[config.mk]
export PLATFORM = sky130hd
export DESIGN_NAME = mlst_ctrl
export DESIGN_NICKNAME = d
export VERILOG_FILES = /design/src/rtl/mlst_pkg.sv /design/src/rtl/mlst_ctrl.sv
export SDC_FILE = /design/constraint.sdc
export NUM_CORES = 1
export LEC_CHECK = 0
export ABC_AREA = 1
export BUFFER_PORTS_ARGS = -buffer_cell sky130_fd_sc_hd__buf_2
export CAP_MARGIN = 20
export CORE_AREA = 2 2 39 41
export DETAILED_ROUTE_END_ITERATION = 16
export DIE_AREA = 0 0 41 43
export MAX_ROUTING_LAYER = met4
export PLACE_DENSITY_LB_ADDON = 0.12
export SLEW_MARGIN = 5
export SYNTH_ARGS = -nofsm -noshare
export SYNTH_HDL_FRONTEND = slang
export SYNTH_SLANG_ARGS = --single-unit
[constraint.sdc]
create_clock -name clk -period 1.35 [get_ports clk]
set_input_delay 0.135 -clock clk [delete_from_list [all_inputs] [get_ports clk]]
set_output_delay 0.135 -clock clk [all_outputs]
set_load 0.02 [all_outputs]
[src/rtl/mlst_pkg.sv]
// ----------------------------------------------------------------------------
// mlst_pkg
// Shared constants, codes and types of the multi-level sparse table.
// ----------------------------------------------------------------------------
package mlst_pkg;

	localparam int NODE_COUNT    = 64;
	localparam int MAX_SLOT_BITS = 8;
	localparam int VALUE_BITS    = 32;
	localparam int KEY_BITS      = 32;
	localparam int CFG_LEVELS    = 4;

	localparam int STORE_DEPTH = NODE_COUNT << MAX_SLOT_BITS;
	localparam int STORE_AW    = $clog2(STORE_DEPTH);
	localparam int NODE_W      = $clog2(NODE_COUNT);
	localparam int NIU_W       = $clog2(NODE_COUNT + 1);
	localparam int LVL_W       = $clog2(CFG_LEVELS);
	localparam int LCNT_W      = 3;
	localparam int BITS_W      = 4;
	localparam int TOTAL_W     = 6;
	localparam int CIDX_W      = 3;

	// configuration register indexes
	localparam logic [CIDX_W-1:0] CFG_LEVEL_COUNT  = 3'd0;
	localparam logic [CIDX_W-1:0] CFG_BITS_FIRST   = 3'd1;
	localparam logic [CIDX_W-1:0] CFG_BITS_SECOND  = 3'd2;
	localparam logic [CIDX_W-1:0] CFG_BITS_THIRD   = 3'd3;
	localparam logic [CIDX_W-1:0] CFG_BITS_FOURTH  = 3'd4;

	typedef enum logic [1:0] {
		ST_OK    = 2'd0,
		ST_RANGE = 2'd1,
		ST_POOL  = 2'd2
	} status_t;

	typedef struct packed {
		logic [LCNT_W-1:0]                   lvl_cnt;
		logic [CFG_LEVELS-1:0][BITS_W-1:0]   bits;
		logic [TOTAL_W-1:0]                  total;
	} cfg_t;

	typedef struct packed {
		logic load;
		logic clr_step;
		logic rd;
		logic wr_leaf;
		logic take;
		logic descend;
		logic link;
		logic mark_oor;
		logic mark_full;
		logic emit;
	} cmd_t;

	typedef struct packed {
		logic clr_done;
		logic oor;
		logic is_set;
		logic at_leaf;
		logic child_ok;
		logic pool_full;
		logic out_busy;
	} sts_t;

endpackage

[src/rtl/mlst_ctrl.sv]
// ----------------------------------------------------------------------------
// mlst_ctrl
// Walk sequencer: clearing pass, range check, per-level read and decide.
// ----------------------------------------------------------------------------
module mlst_ctrl
	import mlst_pkg::*;
(
	input  logic clk,
	input  logic arst_n,
	input  logic clr,
	input  logic in_valid,
	output logic in_ready,
	input  sts_t sts,
	output cmd_t cmd
);

	typedef enum logic [5:0] {
		S_CLEAR = 6'b000001,
		S_IDLE  = 6'b000010,
		S_CHECK = 6'b000100,
		S_READ  = 6'b001000,
		S_EVAL  = 6'b010000,
		S_DONE  = 6'b100000
	} state_t;

	state_t state_q, state_d;

	always_comb begin
		state_d  = state_q;
		cmd      = '0;
		in_ready = 1'b0;
		case (state_q)
			S_CLEAR: begin
				cmd.clr_step = 1'b1;
				if (sts.clr_done)
					state_d = S_IDLE;
			end
			S_IDLE: begin
				in_ready = 1'b1;
				if (in_valid) begin
					cmd.load = 1'b1;
					state_d  = S_CHECK;
				end
			end
			S_CHECK: begin
				if (sts.oor) begin
					cmd.mark_oor = 1'b1;
					state_d      = S_DONE;
				end else begin
					state_d = S_READ;
				end
			end
			S_READ: begin
				if (sts.at_leaf && sts.is_set) begin
					cmd.wr_leaf = 1'b1;
					state_d     = S_DONE;
				end else begin
					cmd.rd  = 1'b1;
					state_d = S_EVAL;
				end
			end
			S_EVAL: begin
				if (sts.at_leaf) begin
					cmd.take = 1'b1;
					state_d  = S_DONE;
				end else if (sts.child_ok) begin
					cmd.descend = 1'b1;
					state_d     = S_READ;
				end else if (!sts.is_set) begin
					state_d = S_DONE;
				end else if (sts.pool_full) begin
					cmd.mark_full = 1'b1;
					state_d       = S_DONE;
				end else begin
					cmd.link = 1'b1;
					state_d  = S_READ;
				end
			end
			S_DONE: begin
				if (!sts.out_busy) begin
					cmd.emit = 1'b1;
					state_d  = S_IDLE;
				end
			end
			default: state_d = S_CLEAR;
		endcase
	end

	always_ff @(posedge clk or negedge arst_n) begin
		if (!arst_n)
			state_q <= S_CLEAR;
		else if (clr)
			state_q <= S_CLEAR;
		else
			state_q <= state_d;
	end

endmodule

# Yosys cells after proc, flatten, opt, wreduce, memory -nomap -nowiden
# Cells that the tools add are included.
# word_totals
output_inout_bits	11
wordCells	46
in_bits	11
regBits	6
# op_classes
n_reduce_logical	2
n_mux	34
eq_ne	9
# op_table
op	n
$mux W6	10
$pmux W6 S6	1
$mux W1	20
$ne A3 B3 Y1 const B	3
$eq A6 B1 Y1 const B	1
$eq A6 B2 Y1 const B	1
$eq A6 B3 Y1 const B	1
$eq A6 B4 Y1 const B	1
$eq A6 B5 Y1 const B	1
$eq A6 B6 Y1 const B	1
$mux W2	2
$mux W3	1
$reduce_and A3 Y1	1
$logic_and A1 B1 Y1	1

# Depth between registers and ports, before layout
# depth
depth_word	6
depth_mapped	8
ltp_nobuf	8

# Least setup slack after synthesis
# Ideal clock, no wire load.
# synth_timing
path_kind	register -> output
from	register state_q[3]
to	output port cmd[4] (netlist bit)
t_required_ns	1.215
arrival_ns	1.188
path_buffers	0
stages_incl_launch_ff	4
path_slack_ns	0.027
path_cell_list	dfrtp_1 nor2_4 nand3_1 nor3_1
# synth_lines
element	line	source
start, declared	mlst_ctrl.sv:26	state_t state_q, state_d;
start signal, assigned	mlst_ctrl.sv:95	state_q <= state_d;
end, declared	mlst_ctrl.sv:14	output cmd_t cmd

==> summary.txt <==
Status -> finished, violations left
Failing checks -> setup timing
Clk root buf -> clkbuf_4
Final #Nets -> 127
HP Start -> clr
MaxCap Viol Count -> 0
Initial Util -> 35.90%
Largest cells by area after synthesis -> dfrtp_1, nor2_1, inv_1
Gr ovfl total -> 0
Top Ports -> 22
Final Hold Violating Endpoints -> 0
Yosys top cell area share -> 25.19%
Final core utilization -> 57.41%
CTS Buf Count -> 3
Detailed Route WL -> 1.332 mm
Reg2Reg Launch Point -> state_q[4]
Worst Setup SP -> state_q[3]
PD cells -> 793.6 mW/mm2
DRT iter0 DRCs -> 12
Area growth from synthesis to layout -> 59.95%
Number of diodes -> 0
Share of cells above drive strength 1 -> 44.35%
Synth cell types -> 16
Worst-Margin Slew -> 0.2151 ns
DR pass1 iterations -> 4
Routability Congestion -> 0.8145
First-pass GRT wire length -> 2.021 mm
Most flop-heavy register -> state_q
Final ANT Viol Nets -> 0
Fin crit share -> 110.3%
Largest registers -> state_q x6
Worst Reg-to-Reg Cells -> 8
Max Slew Vio Count -> 0
Largest register FFs -> 6
Die Span X -> 41 um
Area leader, netlist -> dfrtp_1
Clock latency at the later pin of the worst-skew pair -> 0.24 ns
Vias/cell -> 4.672
Minimum clock period -> 1.490 ns
Largest net degree at the start of global routing -> 7
Full die area -> 0.001763 mm2
Setup WS post-layout -> -0.1395 ns
Core area -> 0.001384 mm2
Register area share after synthesis -> 30.48%
Max Fclk -> 671.4 MHz
Total track usage -> 17.29%
Synthesized area per cell -> 6.209 um2
WP data required -> 1.22 ns
Yosys reg bits -> 6
TritonCTS clock tree -> built
Num rows -> 14
Vias in the first global route -> 528
Clock Skew -> 0.007494 ns
Die height -> 43 um
DP HPWL -> 966.4 um
Min-delay worst type -> in2reg
Commonest cells after routing, fill and taps aside -> nor2_1, inv_1, buf_4
Lkg Pwr -> 0.4632 nW
I/O Buffers -> 21
Sinks on Clock Net -> 6
Hold Path Depth -> 2
Bufs on Longest Clock Path -> 2
Mapped Nets -> 91
Setup violators final -> 11
Wire length per cell -> 10.17 um
Crit-path max FO -> 3
Synthesis Warnings -> 0
Critical Path End Type -> output port
Synthesized instance count -> 80
WP data arrival -> 1.35 ns
Worst-path clk slew -> 0.05 ns
WS Path Type -> reg2out
# DRC -> 0
Setup WS pre-CTS -> 0.06974 ns
H-Tree Depth -> 1
Max-slew headroom at the worst pin -> 85.63%
RSZ-0062 raised after global routing -> true
Commonest non-fill, non-tap cell in the layout -> nor2_1
Crit start category -> flop
Initial antenna violation count -> 0
Vias post-DR -> 612
VDD IR max -> 0.0006625 V
Synth Cell Area -> 496.7 um2
layout make-up:
cell class / instances / area [um2]
flip-flops and latches: 6 / 152.6
inverters: 19 / 71.32
repair buffers: 31 / 220.2
well taps: 16 / 20.02
clock buffers: 4 / 26.28
fillers: 142 / 589.3
multi-input cells: 55 / 304.0
kinds of logic after synthesis:
group	Yosys count	share of synthesized area (%)
AOI/OAI and AO/OA	2	2.013
buffers and inverters	19	14.36
DFF	6	30.48
and+or+nand+nor	53	53.15
final timing paths:
path                               to  slack (ns)
max                            cmd[3]       -0.14
min                        state_q[3]        0.14
max reg2reg                state_q[0]        0.06
min reg2reg                state_q[2]        0.69
max in group asynchronous  state_q[0]        0.89
min in group asynchronous  state_q[3]        0.24
per-layer routing:
| layer | global-route usage [%] | part of all wire [%] |
|---|---|---|
| met1 | 20.66 | 43 |
| met5 | - | 0 |
| met4 | 4.000 | 0 |
| met3 | 6.283 | 3.2 |
| met2 | 26.88 | 54 |
critical path: stages (launching register included):
cell	delay [ns]
dfrtp_1	0.41
nor2_4	0.15
nand2_2	0.07
nor2_2	0.10
nand4_1	0.11
nor2_1	0.12
buf_4	0.15
Yosys cell counts:
master / number
dfrtp_1: 5
nand4_1: 4
nor2_4: 3
nand3_2: 2
nor2_2: 1
nor2_1: 18
o21ai_1: 1
inv_1: 17
or2_2: 1
nor3_1: 3
or2_0: 1
o21ai_0: 1
nand2_1: 13
nand3_1: 7
dfstp_2: 1
inv_2: 2
power breakdown:
part           internal [mW]  switching, mW
logic                  0.106          0.135
registers              0.200         0.0182
clock network          0.112         0.0591
stage by stage:
| stage | total power [mW] | setup TNS [ns] | instance area [um2] | hold slack [ns] | std cells |
|---|---|---|---|---|---|
| finish | 0.6305 | -1.107 | 794.5 | 0.1439 | 131 |
| global route | 0.6832 | -2.215 | 794.5 | 0.1406 | 131 |
| CTS | 0.6145 | -0.9880 | 749.5 | 0.1315 | 129 |
| detailed placement | 0.3979 | 0 | 629.4 | -0.04130 | 118 |
| global placement | 0.3950 | 0 | 629.4 | -0.04058 | 118 |
| floorplan | 0.3385 | 0 | 496.7 | -0.1606 | 80 |
what timing repair did:
action | 4_1_cts | 5_1_grt
gates cloned | 0 | 0
pin swaps | 8 | 11
setup endpoints to repair | 11 | 11
hold endpoints to repair | 6 | 0
buffers inserted | 6 | 2
hold buffers | 1 | 0
gates resized for setup | 14 | 9
Note: power is estimated with default switching activity, not from simulation.
