--- config.mk ---
export PLATFORM = sky130hd
export DESIGN_NAME = mlst_cfg
export DESIGN_NICKNAME = d
export VERILOG_FILES = /design/src/rtl/mlst_pkg.sv /design/src/rtl/mlst_cfg.sv
export SDC_FILE = /design/constraint.sdc
export NUM_CORES = 1
export LEC_CHECK = 0
export BUFFER_PORTS_ARGS = -buffer_cell sky130_fd_sc_hd__buf_4
export CAP_MARGIN = 10
export CORE_MARGIN = 3
export CORE_UTILIZATION = 58
export CTS_CLUSTER_DIAMETER = 30
export DETAILED_ROUTE_END_ITERATION = 12
export PLACE_DENSITY = 0.86
export SLEW_MARGIN = 10
export SYNTH_ARGS = -nofsm -noshare
export SYNTH_HDL_FRONTEND = slang
export SYNTH_SLANG_ARGS = --single-unit
--- constraint.sdc ---
create_clock -name clk -period 16.3 [get_ports clk]
set_clock_uncertainty 0.2 [all_clocks]
set_input_delay 3.26 -clock clk [delete_from_list [all_inputs] [get_ports clk]]
set_output_delay 3.26 -clock clk [all_outputs]
set_load 0.02 [all_outputs]
--- src/rtl/mlst_pkg.sv ---
// ----------------------------------------------------------------------------
// mlst_pkg
// Shared constants, codes and types of the multi-level sparse table.
// ----------------------------------------------------------------------------
package mlst_pkg;

	localparam int NODE_COUNT    = 64;
	localparam int MAX_SLOT_BITS = 8;
	localparam int VALUE_BITS    = 32;
	localparam int KEY_BITS      = 32;
	localparam int CFG_LEVELS    = 4;

	localparam int STORE_DEPTH = NODE_COUNT << MAX_SLOT_BITS;
	localparam int STORE_AW    = $clog2(STORE_DEPTH);
	localparam int NODE_W      = $clog2(NODE_COUNT);
	localparam int NIU_W       = $clog2(NODE_COUNT + 1);
	localparam int LVL_W       = $clog2(CFG_LEVELS);
	localparam int LCNT_W      = 3;
	localparam int BITS_W      = 4;
	localparam int TOTAL_W     = 6;
	localparam int CIDX_W      = 3;

	// configuration register indexes
	localparam logic [CIDX_W-1:0] CFG_LEVEL_COUNT  = 3'd0;
	localparam logic [CIDX_W-1:0] CFG_BITS_FIRST   = 3'd1;
	localparam logic [CIDX_W-1:0] CFG_BITS_SECOND  = 3'd2;
	localparam logic [CIDX_W-1:0] CFG_BITS_THIRD   = 3'd3;
	localparam logic [CIDX_W-1:0] CFG_BITS_FOURTH  = 3'd4;

	typedef enum logic [1:0] {
		ST_OK    = 2'd0,
		ST_RANGE = 2'd1,
		ST_POOL  = 2'd2
	} status_t;

	typedef struct packed {
		logic [LCNT_W-1:0]                   lvl_cnt;
		logic [CFG_LEVELS-1:0][BITS_W-1:0]   bits;
		logic [TOTAL_W-1:0]                  total;
	} cfg_t;

	typedef struct packed {
		logic load;
		logic clr_step;
		logic rd;
		logic wr_leaf;
		logic take;
		logic descend;
		logic link;
		logic mark_oor;
		logic mark_full;
		logic emit;
	} cmd_t;

	typedef struct packed {
		logic clr_done;
		logic oor;
		logic is_set;
		logic at_leaf;
		logic child_ok;
		logic pool_full;
		logic out_busy;
	} sts_t;

endpackage

--- src/rtl/mlst_cfg.sv ---
// ----------------------------------------------------------------------------
// mlst_cfg
// Level configuration registers with range clamping and total key width.
// ----------------------------------------------------------------------------
module mlst_cfg
	import mlst_pkg::*;
(
	input  logic              clk,
	input  logic              arst_n,
	input  logic              wr_en,
	input  logic [CIDX_W-1:0] wr_index,
	input  logic [BITS_W-1:0] wr_data,
	output cfg_t              cfg,
	output logic              clr
);

	logic [LCNT_W-1:0]                 lvl_cnt_q;
	logic [CFG_LEVELS-1:0][BITS_W-1:0] bits_q;
	logic [LCNT_W-1:0]                 cnt_sat;
	logic [BITS_W-1:0]                 bits_sat;
	logic [TOTAL_W-1:0]                total;

	// clamp into 1..4 levels and 1..MAX_SLOT_BITS bits
	always_comb begin
		cnt_sat = wr_data[LCNT_W-1:0];
		if (cnt_sat == '0)
			cnt_sat = LCNT_W'(1);
		else if (cnt_sat > LCNT_W'(CFG_LEVELS))
			cnt_sat = LCNT_W'(CFG_LEVELS);
		bits_sat = wr_data;
		if (bits_sat == '0)
			bits_sat = BITS_W'(1);
		else if (bits_sat > BITS_W'(MAX_SLOT_BITS))
			bits_sat = BITS_W'(MAX_SLOT_BITS);
	end

	always_ff @(posedge clk or negedge arst_n) begin
		if (!arst_n) begin
			lvl_cnt_q <= LCNT_W'(3);
			bits_q[0] <= BITS_W'(5);
			bits_q[1] <= BITS_W'(8);
			bits_q[2] <= BITS_W'(8);
			bits_q[3] <= BITS_W'(8);
		end else if (wr_en) begin
			case (wr_index)
				CFG_LEVEL_COUNT: lvl_cnt_q <= cnt_sat;
				CFG_BITS_FIRST:  bits_q[0] <= bits_sat;
				CFG_BITS_SECOND: bits_q[1] <= bits_sat;
				CFG_BITS_THIRD:  bits_q[2] <= bits_sat;
				CFG_BITS_FOURTH: bits_q[3] <= bits_sat;
				default: ;
			endcase
		end
	end

	always_comb begin
		total = '0;
		for (int l = 0; l < CFG_LEVELS; l++) begin
			if (LCNT_W'(l) < lvl_cnt_q)
				total = total + TOTAL_W'(bits_q[l]);
		end
	end

	assign clr = wr_en && (wr_index <= CFG_BITS_FOURTH);

	assign cfg.lvl_cnt = lvl_cnt_q;
	assign cfg.bits    = bits_q;
	assign cfg.total   = total;

endmodule

# Yosys cells after proc, flatten, opt, wreduce, memory -nomap -nowiden
# Index checks and enable logic that the tools add are counted.
[classes]
addsub = 3
n_lt_le_gt_ge = 7
eq_ne = 4
n_mux = 8
reduce_logical = 9
[op_table]
columns = ["op", "count"]
rows = [
  ["6-bit by 4-bit adder with 6-bit output", 3],
  ["6-bit two-way mux", 3],
  ["4-bit two-way mux", 3],
  ["2-bit AND reduction", 5],
  ["3-bit by 2-bit == test with 1-bit output (second input constant)", 2],
  ["3-bit logical NOT", 2],
  ["1-bit by 3-bit < comparator with 1-bit output (first input constant)", 2],
  ["2-bit by 3-bit < comparator with 1-bit output (first input constant)", 2],
  ["3-bit two-way mux", 2],
  ["4-bit greater-than comparator (second input constant)", 1],
  ["4-bit logical NOT", 1],
  ["3-bit by 1-bit == test with 1-bit output (second input constant)", 1],
  ["3-bit == test (second input constant)", 1],
  ["3-bit greater-than comparator (second input constant)", 1],
  ["3-bit less-or-equal comparator (second input constant)", 1],
  ["1-bit logical AND", 1],
]
[totals]
register_bits = 19
output_inout_bits = 26
wordCells = 36

# Logic depth before layout (Yosys ltp)
[depth]
depth_word = 8
ltp_mapped = 24
depth_no_buf = 23

# Worst setup path after synthesis
# OpenSTA, ideal clock, no wires.
[synth_path]
path_kind = "reg2out"
from = "register lvl_cnt_q[0]"
to = "output port cfg[5] in the netlist's numbering"
t_arrival_ns = 4.195
t_required_ns = 12.840
setup_slack_ns = 8.645
stages_incl_launch_ff = 20
path_buffers = 1
cell_sequence = "dfstp_2 -> clkbuf_1 -> nor2_1 -> nor2b_1 -> ha_1 -> inv_1 -> fa_1 -> o21ai_0 -> inv_1 -> fa_1 -> inv_1 -> a21oi_1 -> o221ai_1 -> ha_1 -> a21o_1 -> a21oi_1 -> o21bai_1 -> mux2i_1 -> o21ai_1 -> o2bb2ai_1"
[synth_rtl]
columns = ["item", "line_no", "source"]
rows = [
  ["start, declared", "mlst_cfg.sv:17", "logic [LCNT_W-1:0] lvl_cnt_q;"],
  ["start signal, assigned", "mlst_cfg.sv:46", "CFG_LEVEL_COUNT: lvl_cnt_q <= cnt_sat;"],
  ["end, declared", "mlst_cfg.sv:13", "output cfg_t cfg,"],
]

==> reports/metrics.cfg <==
[sta]
hold_viol_final=0
finalSetupViolCount=0
min_period_over_period=0.521
rsz0062_at_grt=false
worst_slack_ps=7800
final.setup.tns_ps=0
timing_max_transition_violations_final=0
achievable-frequency_mhz=118
max_slew.worst_pin.slew_ps=621
timing.max_slew.rel_slack=0.583
period_needed_ps=8500

[clock_tree]
clock_tree_from_tritoncts=yes
clock-root-buffer=clkbuf_4
cts_hold_buffers=0
cts.repair_timing.setup_buffer_count=0
cts_buffers=3
h-tree-depth=1
cts_sinks=19
clk_pin_slew_ps=100
cts_resized=0
clock_latency_late_sink_ps=300
clock_path_buffers=2

[detailed_routing]
drt_drc_violations_left=0
postRouteAntennaNets=0
route.detailed.wl_per_inst_um=15.4
drtIter0Drc=62
vias_post_dr=1316
dr.pass1.iters=4
post_drt_via_cell_ratio=5.90
totalWireLength_um=3440

[synth]
synth-seq-area-share=0.314
synth.lib_cells_used.distinct=37
postSynthNetCount=183
ys.warnings.count=0
post_synth_inst_count=158
post_synth_instance_area_um2=1540
synth-seq-cells=19
synthesis.area_per_instance_um2=9.75

[floorplanning]
rows=18
initial_utilization=0.616
i_o_pin_count=36
die_area_um2=3310
die_height_um=57.5
dieWidth_um=57.5
core_region_area_um2=2500

[setup_path]
cp_max_fo=19
r2r_slack_ps=15020
kind_of_end_point_of_the_critical_path=primary output
timing.rr.start=lvl_cnt_q[2]$_DFFE_PN0P_
start_kind=flop
worst-endpoint-arrival_ps=5040
worstPathRequired_ps=12840
count_of_cells_along_the_worst_register_to_register_path=1
setup.worst_path.class=reg2out
worstReg2RegEnd=lvl_cnt_q[2]$_DFFE_PN0P_

[worst_hold_path]
hold_path_depth=1
worst_hold_path_type=reg2reg
hold_path_end=cfg[16]$_DFFE_PN0P_
holdCritStartpoint=cfg[16]$_DFFE_PN0P_

[final_layout]
layout.nets=219
synth_to_final_area_change_pct=19.7
nFillCells=191
design_area_um2=1840
layout-drive-gt1-share=0.352
antenna-diode-count=0

[pwr]
swShare=0.451
leakagePower_nw=0.878
ir_drop_uv=115
clock_power_share=0.086
combinational_share_of_power=0.638
power_density_nw_per_um2=149
p_int_mw=0.151
seq_power_share=0.275
switching_power_mw=0.124

[placement]
io_buffers=35
gp_congestion=0.857
dp_slack_ps=8180
placedInstanceArea_um2=1820
dp_hpwl_um=2770

[global_routing]
global_route_wire_length_before_repair_um=5770
final_global_route_overflow_total=0
groute.usage.overall=0.225
number_of_global_route_vias_before_repair=1258
antenna_found_initial=0
grt_max_degree=20

[run_status]
result_of_the_run=complete, no violations

[job]
max_cap_viol_count=0

-- synthesized netlist by cell type --
master     number  area [um2]
dfstp_2         7         184
dfrtp_1        12         300
nor2b_1         7        43.8
ha_1           12         150
o21ai_0         8        40.0
fa_1            3        60.1
mux2_2         21         236
nor2_1         14        52.6
clkbuf_1        3        11.3
mux2i_1         1        10.0
a32oi_1         1        8.76
o221ai_1        1        8.76
inv_1          12        45.0
nand2b_1        1        6.26
nor3_1          2        10.0
o31a_1          2        17.5
a211oi_1        2        15.0
maj3_2          1        11.3
a221o_1         2        20.0
a21oi_1         9        45.0
nand2_1         7        26.3
o211ai_1        2        15.0
o21bai_1        2        15.0
nand3_1         3        15.0
a21oi_4         1        16.3
and2_1          1        6.26
xor2_1          3        26.3
o2bb2ai_1       1        8.76
buf_6           1        11.3
and3_1          1        6.26
nand3b_1        1        7.51
a21o_1          3        22.5
o21ai_1         2        10.0
nor3b_1         1        7.51
a22o_1          2        17.5
xnor2_1         5        43.8
and3b_1         1        8.76
-- per-layer routing --
metal,vias to the layer above,part of all wire,GRT usage
li1,634,-,-
met1,620,0.42,0.287
met2,53,0.50,0.373
met3,9,0.058,0.0317
met4,0,0.023,0.109
met5,-,0,0
-- cell type report --
class                           count  area, um2  area share
Multi-Input combinational cell    123        988       0.536
Sequential cell                    19        484       0.263
Timing Repair Buffer               35        263       0.142
Inverter                           12       45.0      0.0244
Tap cell                           30       37.5      0.0204
Clock buffer                        4       26.3      0.0142
-- sequential cells by signal, indices dropped and copies added (netlist names) --
signal and count:
cfg 16, lvl_cnt_q 3
-- power by group through the flow --
stage                     sequential (mW)  combinational (mW)  clock (mW)
after floorplan                    0.0806               0.115           0
after detailed placement           0.0759               0.174           0
after CTS                          0.0750               0.175      0.0238
after global routing               0.0776               0.191      0.0265
after global placement             0.0752               0.170           0
final                              0.0755               0.175      0.0236
-- critical path: stages, from the launching register on --
cell       delay, ps
dfrtp_1          740
inv_1            130
nand2_1          190
nor2_1           110
nor2b_1          130
ha_1             180
inv_1             60
fa_1             450
o21ai_0          280
inv_1            100
fa_1             530
inv_1             40
a21oi_1          130
o221ai_1         220
ha_1             340
a21o_1           180
a21oi_1          240
o21bai_1         130
mux2i_1          130
o21ai_1          130
o2bb2ai_1        120
buf_4            160
-- worst max path at each step --
stage / endpoint / cells after the start / slack, ps / start
2_1_floorplan: cfg[5] / 19 / 8640 / lvl_cnt_q[0]$_DFFE_PN1P_
6_report: cfg[5] / 21 / 7800 / lvl_cnt_q[2]$_DFFE_PN0P_
5_1_grt: cfg[5] / 21 / 7320 / lvl_cnt_q[2]$_DFFE_PN0P_
3_5_place_dp: cfg[5] / 21 / 8180 / lvl_cnt_q[2]$_DFFE_PN0P_
4_1_cts: cfg[5] / 21 / 7820 / lvl_cnt_q[2]$_DFFE_PN0P_
3_3_place_gp: cfg[5] / 24 / 8360 / lvl_cnt_q[2]$_DFFE_PN0P_
-- through the flow --
step,total power [mW],hold slack (ps),utilization,std cells
final,0.274,373,0.738,223
after global routing,0.295,409,0.738,223
after CTS,0.274,371,0.738,223
after detailed placement,0.250,347,0.727,219
after global placement,0.245,341,0.727,219
after floorplan,0.196,406,-,158
-- cell usage in the layout, fill, tap and decap left out, types with 7 or more instances in the layout --
cell type / n
inv_1: 12
nand2_1: 7
nor2_1: 14
a21oi_1: 9
ha_1: 12
buf_4: 35
mux2_2: 21
dfrtp_1: 12
dfstp_2: 7
nor2b_1: 7
o21ai_0: 8
-- cells by family after synthesis --
| kind of cell | Yosys count | share of synthesized area |
|---|---|---|
| xor gates and xnor gates | 8 | 0.0455 |
| and+or+nand+nor | 39 | 0.123 |
| muxes | 22 | 0.160 |
| DFF | 19 | 0.314 |
| adders and majority gates | 16 | 0.144 |
| AOI/OAI and AO/OA | 38 | 0.169 |
| buffers and inverters | 16 | 0.0439 |
(Power assumes the default switching activity.)
